## src/block_cache_second_chance_unit_assert.svh

```systemverilog
// Assertion macros for the block cache unit.
`ifndef BLOCK_CACHE_SECOND_CHANCE_UNIT_ASSERT_SVH
`define BLOCK_CACHE_SECOND_CHANCE_UNIT_ASSERT_SVH
`ifndef SYNTHESIS
`define BC_ASSERT_IMPL(label, clk, rst_n, a, c, msg) \
  label: assert property (@(posedge clk) disable iff (!rst_n) (a) |-> (c)) else $error(msg);
`define BC_ASSERT_NEXT(label, clk, rst_n, a, c, msg) \
  label: assert property (@(posedge clk) disable iff (!rst_n) (a) |=> (c)) else $error(msg);
`else
`define BC_ASSERT_IMPL(label, clk, rst_n, a, c, msg)
`define BC_ASSERT_NEXT(label, clk, rst_n, a, c, msg)
`endif
`endif

```

## src/bcsc_pkg.sv

```systemverilog
package bcsc_pkg;
  typedef enum logic [1:0] {
    OP_GET = 2'd0, OP_PREFETCH = 2'd1, OP_RELEASE = 2'd2, OP_FLUSH = 2'd3
  } op_t;

  typedef struct packed {
    logic [1:0]  operation;
    logic [31:0] sector;
    logic        make_dirty;
    logic        halt_flag;
  } req_t;

  typedef struct packed {
    logic [5:0]  entry_index;
    logic        hit;
    logic        write_back;
    logic [31:0] write_sector;
    logic        fill;
    logic        no_victim;
    logic        last;
  } rsp_t;

  typedef enum logic [3:0] {
    ST_IDLE, ST_LOOK_RD, ST_LOOK, ST_HIT, ST_ALLOC, ST_SCAN_RD, ST_SCAN,
    ST_FL_RD, ST_FL, ST_FL_END, ST_OUT
  } state_t;
endpackage

```

## src/bcsc_if.sv

```systemverilog
interface bcsc_req_if;
  import bcsc_pkg::*;
  logic valid;
  logic ready;
  req_t data;
  modport source(output valid, output data, input ready);
  modport sink(input valid, input data, output ready);
endinterface

interface bcsc_rsp_if;
  import bcsc_pkg::*;
  logic valid;
  logic ready;
  rsp_t data;
  modport source(output valid, output data, input ready);
  modport sink(input valid, input data, output ready);
endinterface

```

## src/block_cache_second_chance_unit.sv

```systemverilog
// Block cache tag and second-chance policy engine.
// in_ch carries requests (get, prefetch, release, flush); out_ch carries
// result beats, each with last marking the final beat of a request.
// One request at a time. Tags and per-slot state sit in synchronous
// memories read one slot per cycle, so a lookup walks the valid slots
// one at a time, reading each slot and then comparing its tag. A get or
// prefetch miss on a full cache adds a victim scan of up to two passes
// (2*ENTRIES slot reads). A flush walks every valid slot and emits one
// beat per dirty slot, or a single beat when no slot is dirty.
// Reset clears used count and control state; per-slot pin, dirty and
// accessed fields reset via a valid bit per slot (tags are undefined
// until written). When the receiver stalls, the result register holds
// its beat, the next beat waits in a staging register and the walk
// pauses; no request is accepted until the current one is done.
module block_cache_second_chance_unit #(
  parameter int ENTRIES = 64
) (
  input logic clk,
  input logic rst_n,
  bcsc_req_if.sink in_ch,
  bcsc_rsp_if.source out_ch
);
  import bcsc_pkg::*;
  localparam int IW = (ENTRIES > 1) ? $clog2(ENTRIES) : 1;
  localparam int CW = $clog2(ENTRIES + 1);

  // memories: tag and policy word {pin, dirty, accessed}
  logic [31:0] tag_mem [ENTRIES];
  logic [9:0]  pol_mem [ENTRIES];
  logic [ENTRIES-1:0] pol_vld_r;
  logic [31:0] tag_q;
  logic [9:0]  pol_raw_q;
  logic        pol_vq;
  logic [IW-1:0] rd_addr;
  logic          rd_en;
  logic          wr_tag, wr_pol;
  logic [IW-1:0] wr_addr;
  logic [31:0]   wr_tag_d;
  logic [9:0]    wr_pol_d;
  logic          clr_all;

  always_ff @(posedge clk) begin
    if (rd_en) begin
      tag_q <= tag_mem[rd_addr];
      pol_raw_q <= pol_mem[rd_addr];
    end
    if (wr_tag) tag_mem[wr_addr] <= wr_tag_d;
    if (wr_pol) pol_mem[wr_addr] <= wr_pol_d;
  end

  always_ff @(posedge clk) begin
    if (!rst_n || clr_all) begin
      pol_vld_r <= '0;
      pol_vq <= 1'b0;
    end else begin
      if (rd_en) pol_vq <= pol_vld_r[rd_addr];
      if (wr_pol) pol_vld_r[wr_addr] <= 1'b1;
    end
  end

  logic [9:0] pol_q;
  assign pol_q = pol_vq ? pol_raw_q : 10'd0;

  // control registers
  state_t state_r, state_nxt;
  req_t   req_r, req_nxt;
  rsp_t   rsp_r, rsp_nxt;
  rsp_t   bld_r, bld_nxt;
  rsp_t   fl_r, fl_nxt;
  logic   ov_r, ov_nxt;
  logic [CW-1:0] used_r, used_nxt;
  logic [IW-1:0] idx_r, idx_nxt;
  logic          any_unp_r, any_unp_nxt;
  logic          any_fl_r, any_fl_nxt;
  state_t        ret_r, ret_nxt;

  always_ff @(posedge clk) begin
    if (!rst_n) begin
      state_r <= ST_IDLE;
      ov_r <= 1'b0;
      used_r <= '0;
    end else begin
      state_r <= state_nxt;
      ov_r <= ov_nxt;
      used_r <= used_nxt;
    end
    req_r <= req_nxt;
    rsp_r <= rsp_nxt;
    bld_r <= bld_nxt;
    fl_r <= fl_nxt;
    idx_r <= idx_nxt;
    any_unp_r <= any_unp_nxt;
    any_fl_r <= any_fl_nxt;
    ret_r <= ret_nxt;
  end

  assign in_ch.ready = (state_r == ST_IDLE);
  assign out_ch.valid = ov_r;
  assign out_ch.data = rsp_r;

  logic [7:0] pin_q;
  logic       last_idx;
  assign pin_q = pol_q[9:2];
  assign last_idx = (CW'(idx_r) == CW'(used_r - CW'(1))) || (used_r == '0);

  always_comb begin
    state_nxt = state_r;
    req_nxt = req_r;
    rsp_nxt = rsp_r;
    bld_nxt = bld_r;
    fl_nxt = fl_r;
    ov_nxt = ov_r;
    used_nxt = used_r;
    idx_nxt = idx_r;
    any_unp_nxt = any_unp_r;
    any_fl_nxt = any_fl_r;
    ret_nxt = ret_r;
    rd_en = 1'b0;
    rd_addr = idx_r;
    wr_tag = 1'b0;
    wr_pol = 1'b0;
    wr_addr = idx_r;
    wr_tag_d = req_r.sector;
    wr_pol_d = '0;
    clr_all = 1'b0;
    if (ov_r && out_ch.ready) ov_nxt = 1'b0;
    unique case (state_r)
      ST_IDLE: begin
        if (in_ch.valid) begin
          req_nxt = in_ch.data;
          idx_nxt = '0;
          any_unp_nxt = 1'b0;
          any_fl_nxt = 1'b0;
          bld_nxt = '0;
          bld_nxt.last = 1'b1;
          if (in_ch.data.operation == OP_FLUSH) begin
            state_nxt = (used_r == '0) ? ST_OUT : ST_FL_RD;
            ret_nxt = ST_IDLE;
          end else state_nxt = (used_r == '0) ? ST_ALLOC : ST_LOOK_RD;
        end
      end
      // lookup walk over valid slots
      ST_LOOK_RD: begin
        rd_en = 1'b1;
        state_nxt = ST_LOOK;
      end
      ST_LOOK: begin
        if (tag_q == req_r.sector) state_nxt = ST_HIT;
        else if (last_idx) state_nxt = ST_ALLOC;
        else begin
          idx_nxt = idx_r + IW'(1);
          state_nxt = ST_LOOK_RD;
        end
      end
      ST_HIT: begin
        bld_nxt.entry_index = 6'(idx_r);
        bld_nxt.hit = 1'b1;
        wr_pol_d = pol_q;
        if (req_r.operation == OP_GET) begin
          wr_pol = 1'b1;
          if (pin_q != 8'hFF) wr_pol_d[9:2] = pin_q + 8'd1;
          wr_pol_d[1] = pol_q[1] | req_r.make_dirty;
          wr_pol_d[0] = 1'b1;
        end else if (req_r.operation == OP_RELEASE) begin
          wr_pol = 1'b1;
          if (pin_q != 8'd0) wr_pol_d[9:2] = pin_q - 8'd1;
        end
        state_nxt = ST_OUT;
        ret_nxt = ST_IDLE;
      end
      ST_ALLOC: begin
        if (req_r.operation == OP_RELEASE) begin
          state_nxt = ST_OUT;
          ret_nxt = ST_IDLE;
        end else if (used_r != CW'(ENTRIES)) begin
          wr_addr = IW'(used_r);
          wr_tag = 1'b1;
          wr_pol = 1'b1;
          wr_pol_d = {(req_r.operation == OP_GET) ? 8'd1 : 8'd0,
                      (req_r.operation == OP_GET) & req_r.make_dirty, 1'b1};
          bld_nxt.entry_index = 6'(used_r);
          bld_nxt.fill = 1'b1;
          used_nxt = used_r + CW'(1);
          state_nxt = ST_OUT;
          ret_nxt = ST_IDLE;
        end else begin
          idx_nxt = '0;
          state_nxt = ST_SCAN_RD;
        end
      end
      // second-chance victim scan, at most two full passes
      ST_SCAN_RD: begin
        rd_en = 1'b1;
        state_nxt = ST_SCAN;
      end
      ST_SCAN: begin
        wr_pol_d = pol_q;
        if (pin_q == 8'd0 && !pol_q[0]) begin
          wr_tag = 1'b1;
          wr_pol = 1'b1;
          wr_pol_d = {(req_r.operation == OP_GET) ? 8'd1 : 8'd0,
                      (req_r.operation == OP_GET) & req_r.make_dirty, 1'b1};
          bld_nxt.entry_index = 6'(idx_r);
          bld_nxt.fill = 1'b1;
          bld_nxt.write_back = pol_q[1];
          bld_nxt.write_sector = pol_q[1] ? tag_q : 32'd0;
          state_nxt = ST_OUT;
          ret_nxt = ST_IDLE;
        end else begin
          if (pin_q == 8'd0) begin
            wr_pol = 1'b1;
            wr_pol_d[0] = 1'b0;
            any_unp_nxt = 1'b1;
          end
          if (idx_r == IW'(ENTRIES - 1)) begin
            idx_nxt = '0;
            if (!(any_unp_r || pin_q == 8'd0)) begin
              bld_nxt.no_victim = 1'b1;
              state_nxt = ST_OUT;
              ret_nxt = ST_IDLE;
            end else state_nxt = ST_SCAN_RD;
          end else begin
            idx_nxt = idx_r + IW'(1);
            state_nxt = ST_SCAN_RD;
          end
        end
      end
      // flush walk; the newest dirty beat is held in fl_r until the
      // next dirty slot or the end of the walk shows whether it is last
      ST_FL_RD: begin
        rd_en = 1'b1;
        state_nxt = ST_FL;
      end
      ST_FL: begin
        if (pol_q[1]) begin
          wr_pol = 1'b1;
          wr_pol_d = pol_q;
          wr_pol_d[1] = 1'b0;
          any_fl_nxt = 1'b1;
          fl_nxt = '0;
          fl_nxt.entry_index = 6'(idx_r);
          fl_nxt.write_back = 1'b1;
          fl_nxt.write_sector = tag_q;
          if (any_fl_r) begin
            bld_nxt = fl_r;
            state_nxt = ST_OUT;
            ret_nxt = last_idx ? ST_FL_END : ST_FL_RD;
          end else state_nxt = last_idx ? ST_FL_END : ST_FL_RD;
        end else if (last_idx) begin
          state_nxt = any_fl_r ? ST_FL_END : ST_OUT;
          ret_nxt = ST_IDLE;
        end else state_nxt = ST_FL_RD;
        if (!last_idx) idx_nxt = idx_r + IW'(1);
      end
      ST_FL_END: begin
        bld_nxt = fl_r;
        bld_nxt.last = 1'b1;
        state_nxt = ST_OUT;
        ret_nxt = ST_IDLE;
      end
      ST_OUT: begin
        if (!ov_r || out_ch.ready) begin
          ov_nxt = 1'b1;
          rsp_nxt = bld_r;
          state_nxt = ret_r;
          if (ret_r == ST_IDLE && req_r.operation == OP_FLUSH && req_r.halt_flag) begin
            clr_all = 1'b1;
            used_nxt = '0;
          end
        end
      end
      default: state_nxt = ST_IDLE;
    endcase
  end

  `include "block_cache_second_chance_unit_assert.svh"
  `BC_ASSERT_IMPL(a_busy_no_ready, clk, rst_n, state_r != ST_IDLE, !in_ch.ready, "ready while busy")
  `BC_ASSERT_IMPL(a_used_max, clk, rst_n, 1'b1, used_r <= CW'(ENTRIES), "used overflow")
  `BC_ASSERT_NEXT(a_hold, clk, rst_n, ov_r && !out_ch.ready, ov_r && $stable(rsp_r), "beat lost")
endmodule
```

## src/flat_wrapper.sv

```systemverilog
// flat-port wrapper written by rule: the top's interface ports become plain ports
module block_cache_second_chance_unit_flat import bcsc_pkg::*;
#(
  parameter int ENTRIES = 64
)
  (clk, rst_n, in_ch_valid, in_ch_data, in_ch_ready, out_ch_valid, out_ch_data, out_ch_ready);
  bcsc_req_if in_ch_i ();
  bcsc_rsp_if out_ch_i ();
  input logic clk;
  input logic rst_n;
  input wire logic [$bits(in_ch_i.valid)-1:0] in_ch_valid;
  input wire logic [$bits(in_ch_i.data)-1:0] in_ch_data;
  output wire logic [$bits(in_ch_i.ready)-1:0] in_ch_ready;
  output wire logic [$bits(out_ch_i.valid)-1:0] out_ch_valid;
  output wire logic [$bits(out_ch_i.data)-1:0] out_ch_data;
  input wire logic [$bits(out_ch_i.ready)-1:0] out_ch_ready;
  assign in_ch_i.valid = in_ch_valid;
  assign in_ch_i.data = in_ch_data;
  assign in_ch_ready = in_ch_i.ready;
  assign out_ch_valid = out_ch_i.valid;
  assign out_ch_data = out_ch_i.data;
  assign out_ch_i.ready = out_ch_ready;
  block_cache_second_chance_unit #(.ENTRIES(ENTRIES)) u_core (.clk(clk), .rst_n(rst_n), .in_ch(in_ch_i), .out_ch(out_ch_i));
endmodule
```

## config.mk

```make
export PLATFORM = sky130hd
export DESIGN_NAME = block_cache_second_chance_unit_flat
export DESIGN_NICKNAME = d
export VERILOG_FILES = /design/src/bcsc_pkg.sv /design/src/bcsc_if.sv /design/src/block_cache_second_chance_unit.sv /design/src/flat_wrapper.sv
export VERILOG_INCLUDE_DIRS = /design/src /design/src/src
export SDC_FILE = /design/constraint.sdc
export NUM_CORES = 2
export LEC_CHECK = 0
export BUFFER_PORTS_ARGS = -buffer_cell sky130_fd_sc_hd__buf_4
export CORE_ASPECT_RATIO = 1.1
export CORE_MARGIN = 3
export CORE_UTILIZATION = 60
export DETAILED_ROUTE_END_ITERATION = 8
export GPL_ROUTABILITY_DRIVEN = 0
export PLACE_DENSITY = 0.8
export SETUP_SLACK_MARGIN = 0.4
export SLEW_MARGIN = 20
export SYNTH_ARGS = -nofsm -noshare
export SYNTH_HDL_FRONTEND = slang
export SYNTH_SLANG_ARGS = --single-unit
export TNS_END_PERCENT = 5
```

## constraint.sdc

```tcl
create_clock -name clk -period 15.6 [get_ports clk]
set_clock_uncertainty 0.15 [all_clocks]
set_input_delay 3.12 -clock clk [delete_from_list [all_inputs] [get_ports clk]]
set_output_delay 3.12 -clock clk [all_outputs]
set_load 0.01 [all_outputs]
```

# == Word-level counts from Yosys, hierarchy flattened ==
# Memories as Yosys holds them, arrays and structs flattened. A register that Yosys moved wholly into a read port is not among the register bits.
# Cells that the tools add are included.
# op_classes
magnitude_cmp,3
n_mux,109
n_eq_ne,38
n_addsub,5
n_reduce_logical,45
bitwise,3
# ops
cell,n
case mux 33 bit (4 select lines),1
2-to-1 mux 43 bit,3
2-to-1 mux 4 bit,24
2-to-1 mux 6 bit,13
bitwise OR 64 bit,1
2-to-1 mux 10 bit,4
case mux 10 bit (4 select lines),1
case mux 4 bit (10 select lines),1
case mux 6 bit (6 select lines),1
2-to-1 mux 34 bit,1
2-to-1 mux 1 bit,33
equality test 32 bit,1
2-to-1 mux 32 bit,1
2-to-1 mux 8 bit,4
case mux 6 bit (5 select lines),1
2-to-1 mux 7 bit,4
AND reduction 7 bit,3
case mux 4 bit (5 select lines),1
"!= test 2 x 1 -> 1 bit, second input constant",9
"equality test 4 x 3 -> 1 bit, second input constant",4
nonzero test 5 bit,3
"less-than comparator 6 x 7 -> 1 bit, second input constant",2
case mux 7 bit (2 select lines),1
"equality test 4 bit, second input constant",3
other kinds (48),83
# totals
output_inout_bits,45
inputBits,40
n_memories,2
ram_bits,2688
wordCells,234
register_bits,249
# mem_list
name,depth,word_bits,rd,rd_ports_with_merged_regs,write_ports,line_no,source
u_core.tag_mem,64,32,1,1,1,block_cache_second_chance_unit.sv:28,logic [31:0] tag_mem [ENTRIES];
u_core.pol_mem,64,10,1,1,1,block_cache_second_chance_unit.sv:29,logic [9:0] pol_mem [ENTRIES];

# == Logic depth before layout (Yosys ltp) ==
# depth
word_depth,9
ltp_mapped,12
depth_no_buf,10

# == Least setup slack after synthesis ==
# No wires, ideal clock.
# synth_path
kind,input -> register
start,in out_ch_ready
end,"reg u_core.rsp_r, in the netlist u_core.out_ch.data[0], enable pin"
path_buffers,0
path_stages,2
setup_time_ns,0.449
required_ns,15.001
slack_ns,9.871
arrival_time_ns,5.131
cell_sequence,nor2b_1 > nor2b_1
# synth_between
elab_chain_len,2
# synth_rtl
element,line_no,source
start: declaration,flat_wrapper.sv:16,input wire logic [$bits(out_ch_i.ready)-1:0] out_ch_ready;
logical OR 1 bit,block_cache_second_chance_unit.sv:262,if (!ov_r || out_ch.ready) begin
AND reduction 2 bit (no line),-,
end signal: assignment,block_cache_second_chance_unit.sv:88,rsp_r <= rsp_nxt;
end: declaration,block_cache_second_chance_unit.sv:67,"rsp_t rsp_r, rsp_nxt;"
# No other way between the ends.
# A chain may end at the register's enable or synchronous reset.

# == Final worst setup path ==
# layout_path
start,reg u_core.pol_raw_q[6] (read register of u_core.pol_mem)
end,"mem u_core.tag_mem[22][2], enable pin"
# layout_between
elab_chain_len,7
# layout_rtl
element,line_no,source
start: declaration,block_cache_second_chance_unit.sv:32,logic [9:0] pol_raw_q;
2-to-1 mux 10 bit,block_cache_second_chance_unit.sv:62,assign pol_q = pol_vq ? pol_raw_q : 10'd0;
zero test 8 bit,block_cache_second_chance_unit.sv:198,if (pin_q == 8'd0 && !pol_q[0]) begin
logical AND 1 bit,block_cache_second_chance_unit.sv:198,
2-to-1 mux 1 bit,block_cache_second_chance_unit.sv:198,
case mux 1 bit (2 select lines),block_cache_second_chance_unit.sv:127,unique case (state_r)
2-to-1 mux 1 bit,block_cache_second_chance_unit.sv:47,if (wr_tag) tag_mem[wr_addr] <= wr_tag_d;
2-to-1 mux 1 bit (not written as such),block_cache_second_chance_unit.sv:47,
end: declaration,block_cache_second_chance_unit.sv:28,
# No other way between the ends.

==> flow_metrics.tcl <==
set metrics [dict create \
    firstDrtPassIters 7 \
    p_switching_w 0.00699 \
    drcViolationCount 0 \
    routed.top_layer "met5" \
    worst_slack_ps 9400 \
    power_w 0.0230 \
    cp.required_ps 16010 \
    yosys.area.top_type "edfxtp_1" \
    crit_top_cell "nand2_1" \
    cp_top_family "simple AND/OR/NAND/NOR gates" \
    hp-class "reg2reg" \
    synth.top_cell.area_share_pct 76.4 \
    power_density_mw_per_mm2 179 \
    wl_met1_mm 102 \
    netlist-cell-type-count 71 \
    p_clk_share_pct 31.1 \
    htreeDepth 5 \
    power_frac_comb_pct 26.4 \
    p_seq_share_pct 42.5 \
    worst-path-max-fanout 17 \
    post_cts_buffers 0 \
    slowest_delay_ps 950 \
    grt_pass1_wl_mm 471 \
    p_sw_share_pct 30.4 \
    cp_slowest_cell "o22ai_1" \
    syn_nets 4832 \
    antenna_found_initial 31 \
    grt_max_degree 130 \
    cp.arrival_ps 6610 \
    maxCapViolCount 0 \
    cp-end-kind "flop" \
    grtUsageTotal_pct 34.8 \
    period_share_pct 39.7 \
    routed_wl_mm 336 \
    synth_edf_count 2901 \
    setup_tns_ps 0 \
    ys.flop_type "edfxtp_1" \
    worst_pin_slew_ps 1180 \
    cts_made_buffers 300 \
    postCtsResizedCells 0 \
    yosysWarnings 0 \
    start_kind "flop" \
    syn_avg_cell_area_um2 23.8 \
    grt_pass1_vias 59800 \
    die_y_um 463 \
    ys_seq_elements 2978 \
    finalMaxSlewViolations 0 \
    io_buffers 84 \
    core_area_mm2 0.189 \
    cts_buffer_depth 4 \
    netlist_area_mm2 0.114 \
    finalHoldViolCount 0 \
    crit_buf_inv 2 \
    rrSetupSlack_ps 9400 \
    pre_cts_ws_ps 9850 \
    fp-row-count 167 \
    cts_tree "yes" \
    die_x_um 422 \
    dr_wl_met2_mm 162 \
    clock_latency_ps 940 \
    setup_violations 0 \
    syn_inst 4784 \
    die_area_mm2 0.195 \
    path_clk_slew_ps 60 \
    place_hpwl_mm 164 \
    nNetsFinal 5148 \
    max_freq_mhz 161 \
    boundaryPins 85 \
    syn2layout_area_growth_pct 12.6 \
    cts_hold_buf 0 \
    path_cells "or3_1 -> o41ai_2 -> nand2_1 -> inv_1 -> ha_1 -> nand2_1 -> o22ai_1 -> nand2_1 -> nor2_4 -> buf_4" \
    cellInternalPower_w 0.0160 \
    synth_commonest_cells "edfxtp_1, mux4_2, nor2_1" \
    overflow 0 \
    min_period_ps 6200 \
    synthTopCellsByArea "edfxtp_1, mux4_2, dfxtp_1" \
    drive_gt1_share_pct 32.5 \
    critical_path_class "reg2reg" \
    ant_nets 0 \
    max-slew-margin-rel_pct 21.2 \
    initial_utilization_pct 60.4 \
    ir_drop_mv 0.171 \
    routedWlPerCell_um 42.7 \
    status "complete, no violations" \
    wl_met3_mm 45.1 \
    via_count 59300 \
    async_reset_ff_share_pct 0 \
    ys_seq_area_share_pct 77.8 \
    vias_per_cell 7.54 \
    p_leak_nw 38.8 \
    rsz0062_at_grt "no" \
    yosysMostFrequentCell "edfxtp_1" \
    cts-root-buf "clkbuf_16" \
    cts.sinks 2978 \
    drt-initial-drc-count 10700 \
]
## state kept, by name, summed over array words and instances (netlist names), 3 cells and up
name,cells
u_core.tag_mem,2048
u_core.pol_mem,640
u_core.pol_vld_r,64
u_core.bld_r,43
u_core.out_ch.data,43
u_core.fl_r,38
u_core.tag_q,32
u_core.wr_tag_d,32
u_core.pol_raw_q,10
u_core.used_r,7
u_core.idx_r,6
u_core.req_r,4
u_core.state_r,4
u_core.ret_r,3
## per-stage QoR
stage          instance area (um2)  std cells  utilization [%]  hold WS, ps
3_5_place_dp                119000       7332             63.0          255
5_1_grt                     128000       7857             68.1          273
2_1_floorplan               114000       4784                -          250
4_1_cts                     128000       7854             68.0          255
6_report                    128000       7864             68.1          262
3_3_place_gp                119000       7332             63.0          252
## placed cells by master (no fill, tap or decap), types with 8 or more instances in the layout
cell,count
nor2_4,65
ha_1,8
buf_4,256
nor3b_1,8
edfxtp_1,2901
dfxtp_1,77
nand3_1,16
o21ai_0,14
nand2_1,60
nor3_1,11
clkbuf_1,52
mux4_2,901
a21oi_1,21
inv_1,21
mux2i_1,9
nor2_2,44
a22o_1,32
a21o_1,11
clkinv_1,56
o21a_1,66
diode_2,9
nor4_1,8
nor2_1,60
clkbuf_16,306
xnor2_1,16
clkinvlp_4,8
xor2_1,44
bufinv_16,25
clkinv_2,52
## cell families (layout without fill, tap and decap cells)
group / Yosys count / after routing / share of synthesized area, %
AOI/OAI and AO/OA: 211 / 211 / 1.39
xor gates and xnor gates: 60 / 60 / 0.461
adders and majority gates: 8 / 8 / 0.0878
buffers and inverters: 272 / 808 / 0.977
DFF: 2978 / 2978 / 77.8
muxes: 921 / 921 / 18.0
other: 0 / 9 / 0
and+or+nand+nor: 334 / 334 / 1.35
## power groups by stage
stage                     clock [W]  combinational, W  sequential (W)
after CTS                   0.00719           0.00592         0.00977
after global routing        0.00746           0.00624         0.00979
after floorplan                   0           0.00357          0.0101
after detailed placement          0           0.00570         0.00992
after global placement            0           0.00556         0.00990
final                       0.00717           0.00608         0.00978
## metal layers
metal  up-vias  GRT usage (%)
met5         -              0
met4        20           21.6
met3      1453           10.0
met2      6212           54.6
met1     30500           43.2
li1      21100              -
## worst paths after layout
path              cells past startpoint                start                    end
hold / removal                        0      u_core.bld_r[9]  u_core.out_ch.data[9]
setup reg to reg                     10  u_core.pol_raw_q[6]  u_core.tag_mem[22][2]
hold reg to reg                       0      u_core.bld_r[9]  u_core.out_ch.data[9]
setup / recovery                     10  u_core.pol_raw_q[6]  u_core.tag_mem[22][2]
## final cells by class
type	count	area, um2
inverter	24	90.1
tap	2535	3170
clock buffer	365	7950
sequential	2978	88700
fill	10200	60300
antenna	9	22.5
clock inverter	157	1450
timing repair buffer	262	2040
multi-input combinational	1534	25000
## worst reg2reg max path, stage by stage, from the launching register on
cell,delay (ps)
edfxtp_1,500
or3_1,480
o41ai_2,510
nand2_1,340
inv_1,130
ha_1,270
nand2_1,200
o22ai_1,950
nand2_1,950
nor2_4,860
buf_4,490
Power figures use the tool's default switching activity.
